[src/sv/b64e_pkg.sv]
`timescale 1ns / 1ps
// ----------------------------------------------------------------------------
// Base64 encoder package
// Shared types, character constants and the symbol-to-ASCII mapping.
// ----------------------------------------------------------------------------
package b64e_pkg;

    // Depth of the queue between the byte front end and the character back end.
    localparam int QUEUE_DEPTH = 2;

    // Most characters one byte can cause: its own symbols plus the padding.
    localparam int MAX_CHARS = 4;

    // ASCII codes used by the alphabet and the padding.
    localparam logic [7:0] CHAR_UPPER_A = 8'h41;
    localparam logic [7:0] CHAR_LOWER_A = 8'h61;
    localparam logic [7:0] CHAR_DIGIT_0 = 8'h30;
    localparam logic [7:0] CHAR_PLUS    = 8'h2B;
    localparam logic [7:0] CHAR_SLASH   = 8'h2F;
    localparam logic [7:0] CHAR_PAD     = 8'h3D;

    // Symbol ranges of the alphabet.
    localparam logic [5:0] SYM_LOWER_START = 6'd26;
    localparam logic [5:0] SYM_DIGIT_START = 6'd52;
    localparam logic [5:0] SYM_PLUS        = 6'd62;

    // Position within a three-byte group.
    typedef enum logic [1:0] {
        PHASE_0 = 2'd0,
        PHASE_1 = 2'd1,
        PHASE_2 = 2'd2
    } phase_t;

    // One queued request: the characters a byte causes, in emit order.
    typedef struct packed {
        logic [MAX_CHARS-1:0][7:0] chars;
        logic [1:0]                last_idx;
        logic                      final_req;
    } b64e_req_t;

    // Queue status seen by both ends.
    typedef struct packed {
        logic full;
        logic empty;
    } b64e_qstat_t;

    // Map a 6-bit symbol to its ASCII character.
    function automatic logic [7:0] sym_to_ascii(input logic [5:0] sym);
        logic [7:0] sx;
        sx = {2'b00, sym};
        if (sym < SYM_LOWER_START)
            return CHAR_UPPER_A + sx;
        else if (sym < SYM_DIGIT_START)
            return CHAR_LOWER_A + sx - {2'b00, SYM_LOWER_START};
        else if (sym < SYM_PLUS)
            return CHAR_DIGIT_0 + sx - {2'b00, SYM_DIGIT_START};
        else if (sym == SYM_PLUS)
            return CHAR_PLUS;
        else
            return CHAR_SLASH;
    endfunction

endpackage

[src/sv/b64e_front.sv]
`timescale 1ns / 1ps
// ----------------------------------------------------------------------------
// Base64 encoder front end
// Accepts bytes, tracks the group phase and leftover bits, and builds one
// request holding every character the byte causes.
// ----------------------------------------------------------------------------
module b64e_front
(
    input  logic                  clk,
    input  logic                  rst_n,
    input  logic                  in_valid,
    output logic                  in_ready,
    input  logic [7:0]            data_byte,
    input  logic                  final_byte,
    input  b64e_pkg::b64e_qstat_t qstat,
    output logic                  push,
    output b64e_pkg::b64e_req_t   req
);

    b64e_pkg::phase_t phase_reg, phase_next;
    logic [3:0]       leftover_reg, leftover_next;
    logic             accept;

    // A byte is taken whenever the queue has room.
    assign in_ready = !qstat.full;
    assign accept   = in_valid && in_ready;
    assign push     = accept;

    // Classify the byte by the group phase and lay out its characters.
    always_comb
    begin
        req           = '0;
        phase_next    = phase_reg;
        leftover_next = leftover_reg;
        req.final_req = final_byte;
        unique case (phase_reg)
            b64e_pkg::PHASE_1:
            begin
                req.chars[0] = b64e_pkg::sym_to_ascii({leftover_reg[1:0], data_byte[7:4]});
                if (final_byte)
                begin
                    req.chars[1] = b64e_pkg::sym_to_ascii({data_byte[3:0], 2'b00});
                    req.chars[2] = b64e_pkg::CHAR_PAD;
                    req.last_idx = 2'd2;
                    phase_next    = b64e_pkg::PHASE_0;
                    leftover_next = '0;
                end
                else
                begin
                    req.last_idx  = 2'd0;
                    phase_next    = b64e_pkg::PHASE_2;
                    leftover_next = data_byte[3:0];
                end
            end
            b64e_pkg::PHASE_2:
            begin
                req.chars[0]  = b64e_pkg::sym_to_ascii({leftover_reg, data_byte[7:6]});
                req.chars[1]  = b64e_pkg::sym_to_ascii(data_byte[5:0]);
                req.last_idx  = 2'd1;
                phase_next    = b64e_pkg::PHASE_0;
                leftover_next = '0;
            end
            default:
            begin
                // Phase zero, and the unused code treated the same way.
                req.chars[0] = b64e_pkg::sym_to_ascii(data_byte[7:2]);
                if (final_byte)
                begin
                    req.chars[1]  = b64e_pkg::sym_to_ascii({data_byte[1:0], 4'b0000});
                    req.chars[2]  = b64e_pkg::CHAR_PAD;
                    req.chars[3]  = b64e_pkg::CHAR_PAD;
                    req.last_idx  = 2'd3;
                    phase_next    = b64e_pkg::PHASE_0;
                    leftover_next = '0;
                end
                else
                begin
                    req.last_idx  = 2'd0;
                    phase_next    = b64e_pkg::PHASE_1;
                    leftover_next = {2'b00, data_byte[1:0]};
                end
            end
        endcase
    end

    // Group state advances only on an accepted byte.
    always_ff @(posedge clk or negedge rst_n)
    begin
        if (!rst_n)
        begin
            phase_reg    <= b64e_pkg::PHASE_0;
            leftover_reg <= '0;
        end
        else if (accept)
        begin
            phase_reg    <= phase_next;
            leftover_reg <= leftover_next;
        end
    end

    // A final byte closes the group and clears the leftover bits.
    assert property (@(posedge clk) disable iff (!rst_n)
        accept && final_byte |=> phase_reg == b64e_pkg::PHASE_0 && leftover_reg == 4'd0)
        else $error("group state not cleared after final byte");

endmodule

[src/sv/b64e_queue.sv]
`timescale 1ns / 1ps
// ----------------------------------------------------------------------------
// Base64 encoder request queue
// Short FIFO of byte requests between the front end and the back end.
// ----------------------------------------------------------------------------
module b64e_queue
#(
    parameter int DEPTH = b64e_pkg::QUEUE_DEPTH
)
(
    input  logic                  clk,
    input  logic                  rst_n,
    input  logic                  push,
    input  b64e_pkg::b64e_req_t   push_req,
    input  logic                  pop,
    output b64e_pkg::b64e_req_t   head,
    output b64e_pkg::b64e_qstat_t qstat
);

    localparam int PTR_W = (DEPTH > 1) ? $clog2(DEPTH) : 1;
    localparam int CNT_W = $clog2(DEPTH + 1);
    localparam logic [PTR_W-1:0] PTR_LAST = PTR_W'(DEPTH - 1);
    localparam logic [CNT_W-1:0] CNT_FULL = CNT_W'(DEPTH);

    b64e_pkg::b64e_req_t entries_reg [DEPTH];
    logic [PTR_W-1:0]    wr_ptr_reg, wr_ptr_next;
    logic [PTR_W-1:0]    rd_ptr_reg, rd_ptr_next;
    logic [CNT_W-1:0]    count_reg, count_next;

    assign head        = entries_reg[rd_ptr_reg];
    assign qstat.full  = (count_reg == CNT_FULL);
    assign qstat.empty = (count_reg == '0);

    // Pointer wrap and occupancy.
    always_comb
    begin
        wr_ptr_next = wr_ptr_reg;
        rd_ptr_next = rd_ptr_reg;
        count_next  = count_reg;
        if (push)
            wr_ptr_next = (wr_ptr_reg == PTR_LAST) ? '0 : wr_ptr_reg + 1'b1;
        if (pop)
            rd_ptr_next = (rd_ptr_reg == PTR_LAST) ? '0 : rd_ptr_reg + 1'b1;
        if (push && !pop)
            count_next = count_reg + 1'b1;
        else if (pop && !push)
            count_next = count_reg - 1'b1;
    end

    always_ff @(posedge clk or negedge rst_n)
    begin
        if (!rst_n)
        begin
            wr_ptr_reg <= '0;
            rd_ptr_reg <= '0;
            count_reg  <= '0;
        end
        else
        begin
            wr_ptr_reg <= wr_ptr_next;
            rd_ptr_reg <= rd_ptr_next;
            count_reg  <= count_next;
        end
    end

    // Storage needs no reset.
    always_ff @(posedge clk)
    begin
        if (push)
            entries_reg[wr_ptr_reg] <= push_req;
    end

    // The front end never writes a full queue.
    assert property (@(posedge clk) disable iff (!rst_n)
        push |-> count_reg < CNT_FULL)
        else $error("push into full queue");

    // The back end never reads an empty queue.
    assert property (@(posedge clk) disable iff (!rst_n)
        pop |-> count_reg != '0)
        else $error("pop from empty queue");

endmodule

[src/sv/b64e_back.sv]
`timescale 1ns / 1ps
// ----------------------------------------------------------------------------
// Base64 encoder back end
// Unless stalled, walks the head request one character per cycle to out_char.
// ----------------------------------------------------------------------------
module b64e_back
(
    input  logic                  clk,
    input  logic                  rst_n,
    input  b64e_pkg::b64e_req_t   head,
    input  b64e_pkg::b64e_qstat_t qstat,
    output logic                  pop,
    output logic                  out_valid,
    input  logic                  out_ready,
    output logic [7:0]            out_char,
    output logic                  final_char
);

    logic       out_valid_reg, out_valid_next;
    logic [7:0] out_char_reg;
    logic       final_char_reg;
    logic [1:0] idx_reg, idx_next;
    logic       load;
    logic       have_req;
    logic       req_done;

    // The output register takes a new character when empty or being drained.
    assign load     = !out_valid_reg || out_ready;
    assign have_req = !qstat.empty;
    assign req_done = (idx_reg == head.last_idx);
    assign pop      = load && have_req && req_done;

    always_comb
    begin
        out_valid_next = out_valid_reg;
        idx_next       = idx_reg;
        if (load)
        begin
            out_valid_next = have_req;
            if (have_req)
                idx_next = req_done ? '0 : idx_reg + 1'b1;
        end
    end

    always_ff @(posedge clk or negedge rst_n)
    begin
        if (!rst_n)
        begin
            out_valid_reg <= 1'b0;
            idx_reg       <= '0;
        end
        else
        begin
            out_valid_reg <= out_valid_next;
            idx_reg       <= idx_next;
        end
    end

    // Character payload.
    always_ff @(posedge clk)
    begin
        if (load && have_req)
        begin
            out_char_reg   <= head.chars[idx_reg];
            final_char_reg <= head.final_req && req_done;
        end
    end

    assign out_valid  = out_valid_reg;
    assign out_char   = out_char_reg;
    assign final_char = final_char_reg;

    // The character index stays inside the head request.
    assert property (@(posedge clk) disable iff (!rst_n)
        have_req |-> idx_reg <= head.last_idx)
        else $error("character index past end of request");

    // Finishing a request starts the next one at its first character.
    assert property (@(posedge clk) disable iff (!rst_n)
        pop |=> idx_reg == 2'd0)
        else $error("character index not rewound after request");

endmodule

[src/sv/base64_encoder.sv]
`timescale 1ns / 1ps
// ----------------------------------------------------------------------------
// Base64 encoder
// Streaming Base64 encoder, standard alphabet with '=' padding.
// ----------------------------------------------------------------------------
// Usage:
//   The slave side takes one message byte per request in s_axis_tdata, with
//   s_axis_tlast high on the last byte of the message. The master side gives
//   one ASCII character per request in m_axis_tdata; m_axis_tlast marks the
//   last character of the encoded message. No line breaks are inserted.
//   A byte causes one or two characters, and a last byte up to four with
//   the padding. The first character of a byte passes through the request
//   queue into the output register, behind any earlier requests.
//   Throughput is one character per cycle while requests wait and the
//   receiver is ready, set by the single output register; bytes are taken
//   at up to one per cycle while the request queue (QUEUE_DEPTH entries)
//   has room.
//   When the receiver stalls, the output register holds its character, the
//   queue fills and s_axis_tready drops until room opens again.
//   Reset clears the group phase, the leftover bits, the queue and the
//   output register; the block is ready for a new message right after it.
// ----------------------------------------------------------------------------
module base64_encoder
#(
    parameter int QUEUE_DEPTH = b64e_pkg::QUEUE_DEPTH
)
(
    input  logic       clk,
    input  logic       rst_n,
    input  logic       s_axis_tvalid,
    output logic       s_axis_tready,
    input  logic [7:0] s_axis_tdata,   // [7:0] data_byte
    input  logic       s_axis_tlast,   // final_byte
    output logic       m_axis_tvalid,
    input  logic       m_axis_tready,
    output logic [7:0] m_axis_tdata,   // [7:0] out_char
    output logic       m_axis_tlast    // final_char
);

    b64e_pkg::b64e_req_t   push_req;
    b64e_pkg::b64e_req_t   head;
    b64e_pkg::b64e_qstat_t qstat;
    logic                  push;
    logic                  pop;

    // Byte intake and classification.
    b64e_front u_front
    (
        .clk        (clk),
        .rst_n      (rst_n),
        .in_valid   (s_axis_tvalid),
        .in_ready   (s_axis_tready),
        .data_byte  (s_axis_tdata),
        .final_byte (s_axis_tlast),
        .qstat      (qstat),
        .push       (push),
        .req        (push_req)
    );

    // Request queue between the two ends.
    b64e_queue #(
        .DEPTH (QUEUE_DEPTH)
    ) u_queue
    (
        .clk      (clk),
        .rst_n    (rst_n),
        .push     (push),
        .push_req (push_req),
        .pop      (pop),
        .head     (head),
        .qstat    (qstat)
    );

    // Character emission.
    b64e_back u_back
    (
        .clk        (clk),
        .rst_n      (rst_n),
        .head       (head),
        .qstat      (qstat),
        .pop        (pop),
        .out_valid  (m_axis_tvalid),
        .out_ready  (m_axis_tready),
        .out_char   (m_axis_tdata),
        .final_char (m_axis_tlast)
    );

endmodule

[config.mk]
export PLATFORM = sky130hd
export DESIGN_NAME = base64_encoder
export DESIGN_NICKNAME = d
export VERILOG_FILES = /design/src/sv/b64e_pkg.sv /design/src/sv/b64e_front.sv /design/src/sv/b64e_queue.sv /design/src/sv/b64e_back.sv /design/src/sv/base64_encoder.sv
export SDC_FILE = /design/constraint.sdc
export NUM_CORES = 1
export LEC_CHECK = 0
export BUFFER_PORTS_ARGS = -buffer_cell sky130_fd_sc_hd__buf_2
export CAP_MARGIN = 15
export CORE_MARGIN = 10
export CORE_UTILIZATION = 40
export DETAILED_ROUTE_END_ITERATION = 8
export GPL_TIMING_DRIVEN = 0
export PLACE_DENSITY = 0.61
export SKIP_CTS_REPAIR_TIMING = 1
export SLEW_MARGIN = 25
export SYNTH_ARGS = -nofsm -noshare
export SYNTH_HDL_FRONTEND = slang
export SYNTH_SLANG_ARGS = --single-unit
[constraint.sdc]
create_clock -name clk -period 2.6 [get_ports clk]
set_clock_uncertainty 0.2 [all_clocks]
set_input_delay 0.26 -clock clk [delete_from_list [all_inputs] [get_ports clk]]
set_output_delay 0.26 -clock clk [all_outputs]
set_load 0.02 [all_outputs]
==> qor.yml <==
cells_and_area:
  diodes: 0
  area_delta_synth_final_pct: 15.8
  layout.cells.non_filler: 653
  utilization_pct: 47.8
  fin_area_um2: 5250
  drive_gt1_share_pct: 20.5
  largest_reg_flops: 40
  nets: 546
clock_tree:
  cts-root-buf: "clkbuf_16"
  clockBufferDepth: 2
  htree_levels: 3
  cts_buffers: 9
  clock_latency_ns: 0.32
  cts_tree: "yes"
  cts.clk_slew.worst_paths_ns: 0.05
  cts.sinks: 62
timing:
  slew_violations: 0
  setup_ws_ns: 0.0672
  worst_slew_pin_slew_ns: 0.929
  setup_viol: 0
  hold_viol_final: 0
  fin_crit_sh_pct: 97.4
  layout_min_cycle_time_ns: 2.53
  slew_headroom_pct: 38.1
  clock.fmax_ghz: 0.395
drt:
  drt_iter0_drc: 305
  routed_via_density: 5.96
  met3_length_um: 700
  routedWlPerCell_um: 18.9
  drc: 0
  drt-pass1-iter-count: 5
  highest_layer: "met4"
  dr_total_vias: 3889
  wl_met1_mm: 5.63
  ant_nets: 0
  wl_met2_mm: 5.87
  drt-total-wl_mm: 12.4
global_routing:
  overflow: 0
  grt_antenna_before_repair: 0
  grtUsageTotal_pct: 15.0
  grt_pass1_vias: 3740
  grt_max_degree: 21
  grt_pass1_wl_mm: 20.0
floorplanning:
  rows: 38
  start_util_pct: 41.2
  ios: 24
  die_x_um: 126
  die_h_um: 126
  die-area_um2: 16000
  floorplan.core_area_um2: 11000
critical_path:
  rr_endpoint: "u_queue.entries_reg[1][5]"
  crit_type: "register to register"
  timing.rr.start: "u_front.leftover_reg[1]"
  cp-end-kind: "register"
  rr_worst_depth: 9
  worst_setup_path_start_kind: "register"
  crit_arrival_ns: 2.51
  rrSetupSlack_ns: 0.07
  cp-startpoint: "u_front.leftover_reg[1]"
  critPathMaxFanout: 8
  crit_required_ns: 2.57
  cp-endpoint: "u_queue.entries_reg[1][5]"
power:
  powerDensity_nw_per_um2: 975
  p_leak_nw: 1.97
  power_mw: 5.11
  ir_drop_mv: 0.657
synthesis:
  synth_top_area_share_pct: 32.5
  synth_top_area_cell: "edfxtp_1"
  synthFlopType: "edfxtp_1"
  synth_common_cells: "edfxtp_1, nand2_1, o21ai_0"
  netlist_area_um2: 4530
  synth_nets: 508
  async_flop_share_pct: 21.0
  yosysSeqAreaShare_pct: 39.7
  synth_edf_count: 49
  synth_cell_types: 67
  synthTopCellsByArea: "edfxtp_1, dfrtp_1, ha_1"
  avgSynthCellArea_um2: 9.64
  synth_warnings: 0
  synth_most_common_cell: "edfxtp_1"
  synth_cells: 470
  ys_ff_latch: 62
placement:
  dp.final_hpwl_mm: 9.31
  dp_cells: 634
  place.gp.congestion: 0.951
  placed_area_um2: 4830
  io_buffers: 23
  pre_cts_slack_ns: -0.402
hold_path:
  min-delay-start: "s_axis_tlast"
  hold_path_class: "input pin to register"
  hold_depth: 1
outcome:
  status: "finished clean"
run:
  max_cap_violations: 0
## cells in the final DEF, fill, tap and decap left out, types with 5 or more instances in the layout
master     count
clkbuf_1       8
nor3_1        17
inv_1         24
buf_4          5
o21ai_1       18
nand2b_1      10
xnor2_1       18
o21bai_1       5
a21o_1         5
clkbuf_16      9
buf_2         37
ha_1          22
mux4_2         9
nand3_1       20
o21ai_0       26
a21oi_1       22
nand2_1       38
a31oi_1        6
dfrtp_1       11
nor2b_1       11
xor2_1         7
edfxtp_1      49
mux2i_1        5
a211oi_1       5
nor2_1        16
a21oi_2        6
## where the power goes
| part | total, mW | switching (mW) | internal, mW |
|---|---|---|---|
| registers | 1.72 | 0.153 | 1.57 |
| logic | 2.22 | 1.34 | 0.879 |
| clock network | 1.17 | 0.429 | 0.742 |
| total | 5.11 | 1.92 | 3.19 |
## logic make-up (layout without fill, tap and decap cells)
kind of cell	Yosys count	after routing	share of synthesized area, %
AO/OA/AOI/OAI	146	146	21.6
AND/OR/NAND/NOR	135	135	14.8
flip-flops	62	62	39.7
buffers and inverters	60	103	5.80
adder cells (fa/ha/maj)	25	25	6.91
XOR/XNOR	25	25	4.83
multiplexers	17	17	6.41
## per-layer routing
layer | vias up | track usage (%)
met1 | 1880 | 19.8
met2 | 152 | 24.3
met4 | 0 | 4.42
met5 | - | 0
met3 | 16 | 3.00
li1 | 1841 | -
## stage by stage
stage | setup TNS, ns | hold WS [ns]
3_3_place_gp | -6.71 | -0.0310
6_report | 0 | 0.0511
2_1_floorplan | 0 | -0.236
5_1_grt | -0.0502 | 0.0617
3_5_place_dp | -4.59 | -0.0254
4_1_cts | -0.810 | -0.369
## cell type report
class	count	area, µm²
Buffer	29	164
Clock buffer	9	225
Clock inverter	7	73.8
Fill cell	1021	5740
Inverter	29	113
Multi-Input combinational cell	348	2530
Sequential cell	62	1800
Tap cell	140	175
Timing Repair Buffer	29	169
## critical path, stage by stage (launching register included)
cell	delay [ns]
dfrtp_1	0.41
buf_6	0.14
clkinvlp_4	0.14
ha_2	0.23
nor2b_1	0.14
buf_6	0.15
mux2_4	0.30
a221o_1	0.33
a21oi_2	0.16
a211o_1	0.18
## how the worst min path moves through the flow
stage / endpoint
6_report: u_queue.entries_reg[1][0]
5_1_grt: u_queue.entries_reg[0][0]
4_1_cts: u_back.idx_reg[0]
3_5_place_dp: u_back.out_valid
3_3_place_gp: u_back.out_valid
2_1_floorplan: u_back.idx_reg[0]
(Power assumes the default switching activity.)
